--- src/hdl/ppr_ram.sv ---
// ppr_ram: generic single-clock ram, one write port and one read port
// read data is registered and held until the next read; no dependencies

`default_nettype none

module ppr_ram #(
    parameter int WIDTH = 8,
    parameter int DEPTH = 64
) (
    input  wire                      clk,
    input  wire                      wr_en,
    input  wire  [$clog2(DEPTH)-1:0] wr_addr,
    input  wire  [WIDTH-1:0]         wr_data,
    input  wire                      rd_en,
    input  wire  [$clog2(DEPTH)-1:0] rd_addr,
    output logic [WIDTH-1:0]         rd_data
);

    logic [WIDTH-1:0] mem [DEPTH];

    always_ff @(posedge clk)
    begin
        if (wr_en)
        begin
            mem[wr_addr] <= wr_data;
        end
        if (rd_en)
        begin
            rd_data <= mem[rd_addr];
        end
    end

endmodule

`default_nettype wire

--- config.mk ---
export PLATFORM = sky130hd
export DESIGN_NAME = ppr_ram
export DESIGN_NICKNAME = d
export VERILOG_FILES = /design/src/hdl/ppr_ram.sv
export SDC_FILE = /design/constraint.sdc
export NUM_CORES = 1
export LEC_CHECK = 0
export BUFFER_PORTS_ARGS = -buffer_cell sky130_fd_sc_hd__buf_2
export CAP_MARGIN = 20
export CORE_UTILIZATION = 30
export CTS_BUF_LIST = sky130_fd_sc_hd__clkbuf_8 sky130_fd_sc_hd__clkbuf_16
export CTS_CLUSTER_SIZE = 28
export DETAILED_ROUTE_END_ITERATION = 16
export GPL_ROUTABILITY_DRIVEN = 0
export GPL_TIMING_DRIVEN = 1
export PLACE_DENSITY = 0.42
export SYNTH_ARGS = -nofsm -noshare
export SYNTH_HDL_FRONTEND = slang
export SYNTH_SLANG_ARGS = --single-unit
--- constraint.sdc ---
create_clock -name clk -period 2.45 [get_ports clk]
set_input_delay 0.3675 -clock clk [delete_from_list [all_inputs] [get_ports clk]]
set_output_delay 0.3675 -clock clk [all_outputs]
set_load 0.005 [all_outputs]
==> impl_metrics.prom <==
# TYPE chip_impl_metric gauge
chip_impl_info{name="run_status",value="complete, no violations"} 1
chip_impl_metric{name="synth-seq-cells",unit=""} 520
chip_impl_metric{name="finalClockSkew",unit="ns"} 0.0150
chip_impl_metric{name="post-route-util",unit="%"} 37.1
chip_impl_metric{name="vias_per_cell",unit=""} 4.80
chip_impl_metric{name="die_width",unit="um"} 262
chip_impl_metric{name="netSwitchingFraction",unit="%"} 21.3
chip_impl_info{name="worstSetupStartpointType",value="flip-flop"} 1
chip_impl_metric{name="synth.avg_cell_area",unit="um^2"} 21.5
chip_impl_metric{name="die_area",unit="mm^2"} 0.0685
chip_impl_metric{name="switching_power",unit="mW"} 4.06
chip_impl_metric{name="cts_setup_buffers",unit=""} 0
chip_impl_metric{name="multi_input_area",unit="mm^2"} 0.00432
chip_impl_metric{name="final_period_minus_worst_setup_slack",unit="ns"} 2.32
chip_impl_metric{name="power.share.combinational",unit="%"} 5.7
chip_impl_metric{name="cell_count_after_synthesis",unit=""} 940
chip_impl_metric{name="syn_to_final_growth",unit="%"} 21.3
chip_impl_metric{name="number_of_global_route_vias_before_repair",unit=""} 10500
chip_impl_metric{name="share_seq_of_total_power",unit="%"} 52.0
chip_impl_metric{name="synth_edf_count",unit=""} 520
chip_impl_metric{name="finalSetupTns",unit="ns"} 0
chip_impl_metric{name="worst_skew_pair.late_latency",unit="ns"} 0.61
chip_impl_metric{name="timing.critical_path.fanout_max",unit=""} 1
chip_impl_metric{name="htree_levels",unit=""} 2
chip_impl_metric{name="antenna_violating_nets_post_route",unit=""} 0
chip_impl_metric{name="slew_limit_fails",unit=""} 0
chip_impl_info{name="worst_hold_check_path_type",value="primary input to flip-flop"} 1
chip_impl_metric{name="ff_latch_area",unit="mm^2"} 0.0156
chip_impl_metric{name="worst_pin_slew",unit="ns"} 0.686
chip_impl_metric{name="overflow",unit=""} 0
chip_impl_metric{name="period_share",unit="%"} 94.8
chip_impl_metric{name="buffer_ports.inserted",unit=""} 30
chip_impl_metric{name="cts_made_buffers",unit=""} 58
chip_impl_metric{name="drtIter0Drc",unit=""} 713
chip_impl_info{name="setup.worst_path.end_class",value="flip-flop"} 1
chip_impl_metric{name="synth.yosys.seq_area_share",unit="%"} 77.1
chip_impl_metric{name="chipHeight",unit="um"} 262
chip_impl_info{name="clock_tree_from_tritoncts",value="built"} 1
chip_impl_metric{name="clk_pin_slew_worst_paths",unit="ns"} 0.06
chip_impl_metric{name="max-clock-path-buffers",unit=""} 3
chip_impl_metric{name="clock.fmax",unit="MHz"} 431
chip_impl_metric{name="floorplan.initialDensity",unit="%"} 30.6
chip_impl_metric{name="drt_first_pass_iters",unit=""} 4
chip_impl_info{name="cts.root.buffer_cell",value="clkbuf_16"} 1
chip_impl_metric{name="route.vias.total",unit=""} 9954
chip_impl_metric{name="cts.sink_count",unit=""} 520
chip_impl_metric{name="grt_pass1_wl",unit="mm"} 75.9
chip_impl_metric{name="antenna_violations_before_repair",unit=""} 1
chip_impl_metric{name="yosysWarnings",unit=""} 0
chip_impl_metric{name="power.density_cell_area",unit="mW/mm^2"} 775
chip_impl_metric{name="drc",unit=""} 0
chip_impl_metric{name="grt_util_all_layers",unit="%"} 15.7
chip_impl_metric{name="ioPinCount",unit=""} 31
chip_impl_metric{name="cp.arrival",unit="ns"} 2.69
chip_impl_metric{name="wire_per_inst",unit="um"} 25.0
chip_impl_info{name="worstSetupPathType",value="flip-flop to flip-flop"} 1
chip_impl_metric{name="req_time_crit_path",unit="ns"} 2.82
chip_impl_metric{name="mappedNetlistArea",unit="mm^2"} 0.0202
chip_impl_info{name="ys_dominant_reg_cell",value="edfxtp_1"} 1
chip_impl_metric{name="wl",unit="mm"} 51.9
chip_impl_metric{name="maxCapViolations",unit=""} 0
chip_impl_metric{name="num_antenna_cells",unit=""} 0
chip_impl_metric{name="clock_power_share",unit="%"} 42.3
chip_impl_metric{name="ys_types",unit=""} 39
chip_impl_metric{name="fillers",unit=""} 6075
chip_impl_metric{name="timing.final.hold_violations",unit=""} 0
chip_impl_metric{name="detailed_place_hpwl",unit="mm"} 34.9
chip_impl_metric{name="worstHoldPathCells",unit=""} 1
chip_impl_metric{name="synth_fp_nets",unit=""} 963
chip_impl_metric{name="nNetsFinal",unit=""} 1188
chip_impl_metric{name="cellLeakagePower",unit="nW"} 8.03
chip_impl_metric{name="timing.reg2reg.worst_path_depth",unit=""} 7
chip_impl_metric{name="num_rows",unit=""} 94
chip_impl_metric{name="maximum_number_of_pins_on_one_net_before_global_route_repair",unit=""} 65
chip_impl_info{name="rsz_0062_raised_after_global_routing",value="false"} 1
chip_impl_metric{name="setup_violations",unit=""} 0
chip_impl_metric{name="power_report.internal_total",unit="mW"} 15.0
chip_impl_metric{name="ir_worst_vdd",unit="mV"} 0.469
chip_impl_metric{name="post_route_cells_drive_above_1_share",unit="%"} 35.6
chip_impl_metric{name="floorplan.core_area",unit="mm^2"} 0.0662
chip_impl_metric{name="synth-async-reset-ratio",unit="%"} 0
chip_impl_metric{name="relSlewSlack",unit="%"} 54.3
## what timing repair did
action / in CTS / in global routing
resized for setup: 1 / 0
hold buffers: 0 / 0
endpoints found under the setup margin: 1 / 0
## power groups by stage
stage / clock network, mW / registers, mW / logic (mW)
2_1_floorplan: 0 / 10.1 / 0.525
3_5_place_dp: 0 / 10.1 / 1.12
3_3_place_gp: 0 / 10.1 / 1.11
5_1_grt: 8.60 / 9.89 / 1.18
6_report: 8.06 / 9.89 / 1.09
4_1_cts: 8.30 / 9.89 / 1.12
## critical path, cell delays in order (launching register included)
cell and delay (ns):
edfxtp_1 0.36, mux4_2 0.46, mux2_2 0.30, o221a_2 0.29, nor3_2 0.30, buf_4 0.16, o32ai_1 0.07, buf_4 0.14
## cell usage in the layout, fill, tap and decap left out, drive strengths merged, types with 4 or more instances in the layout
cell type,n
o22ai,8
inv,14
a211oi,4
clkbuf,61
mux2i,23
nor3,7
nor2,83
o221ai,8
edfxtp,520
nand2,19
clkinv,27
mux2,13
mux4,126
nor2b,14
nand2b,7
o21ai,4
a221oi,6
buf,216
nand3,13
## final cells by class
type,count,share of cell area [%]
Clock buffer,61,6.22
Clock inverter,43,0.932
Multi-Input combinational cell,369,17.6
Sequential cell,520,63.6
Tap cell,864,4.40
Timing Repair Buffer,216,7.28
## per-stage QoR
stage | setup slack [ns] | hold WS, ns | instance area (um^2) | instances | power, mW
after floorplan | 0.276 | 0.466 | 20200 | 940 | 10.6
after global placement | -0.341 | 0.769 | 22800 | 1969 | 11.2
after detailed placement | -0.337 | 0.768 | 22800 | 1969 | 11.2
after CTS | 0.0826 | 0.111 | 24600 | 2073 | 19.3
after global routing | 0.0332 | 0.129 | 24600 | 2073 | 19.7
final | 0.128 | 0.151 | 24600 | 2073 | 19.0
## cell families after synthesis
logic type / Yosys count / synth area share [%]
multiplexers: 162 / 15.9
AO/OA/AOI/OAI: 54 / 2.06
flip-flops: 520 / 77.1
AND/OR/NAND/NOR: 153 / 3.37
buffers and inverters: 51 / 1.56
## per-layer routing
metal	global-route usage (%)	routed length, um	vias to the layer above
met3	3.43	2330	71
met5	0	0	-
met4	4.39	1180	0
met2	24.9	24700	181
met1	21.6	23700	5314
li1	-	-	4388
## sequential cells by signal (all words and copies together), names as in the netlist
name / cells
mem: 512
rd_data: 8
## cells in the mapped netlist, drive strengths merged (2+ instances only)
master	n	share of area (%)
mux2i	23	1.1
a2111oi	2	0.087
nand2	19	0.35
a22oi	3	0.11
nor4	2	0.062
o2bb2ai	3	0.13
mux4	126	14
nand3	13	0.32
nor3	7	0.17
a221oi	6	0.26
o22ai	8	0.25
o41ai	2	0.087
a211oi	4	0.15
o21ai	4	0.099
nand2b	7	0.22
o221a	2	0.11
nand3b	3	0.11
o32ai	2	0.087
o2111ai	3	0.13
a21oi	3	0.074
o21a	2	0.074
buf	34	1.2
clkbuf	17	0.32
edfxtp	520	77
o221ai	8	0.35
nor2	83	1.5
nand4	2	0.062
mux2	13	0.72
nor2b	14	0.43
## worst paths after layout
check | from | endpoint | slack [ns]
hold reg to reg | mem[22][2] | rd_data[2] | 0.92
setup reg to reg | mem[29][6] | rd_data[6] | 0.13
hold / removal | wr_data[5] | mem[50][5] | 0.15
setup / recovery | mem[29][6] | rd_data[6] | 0.13
Power figures use the tool's default switching activity.
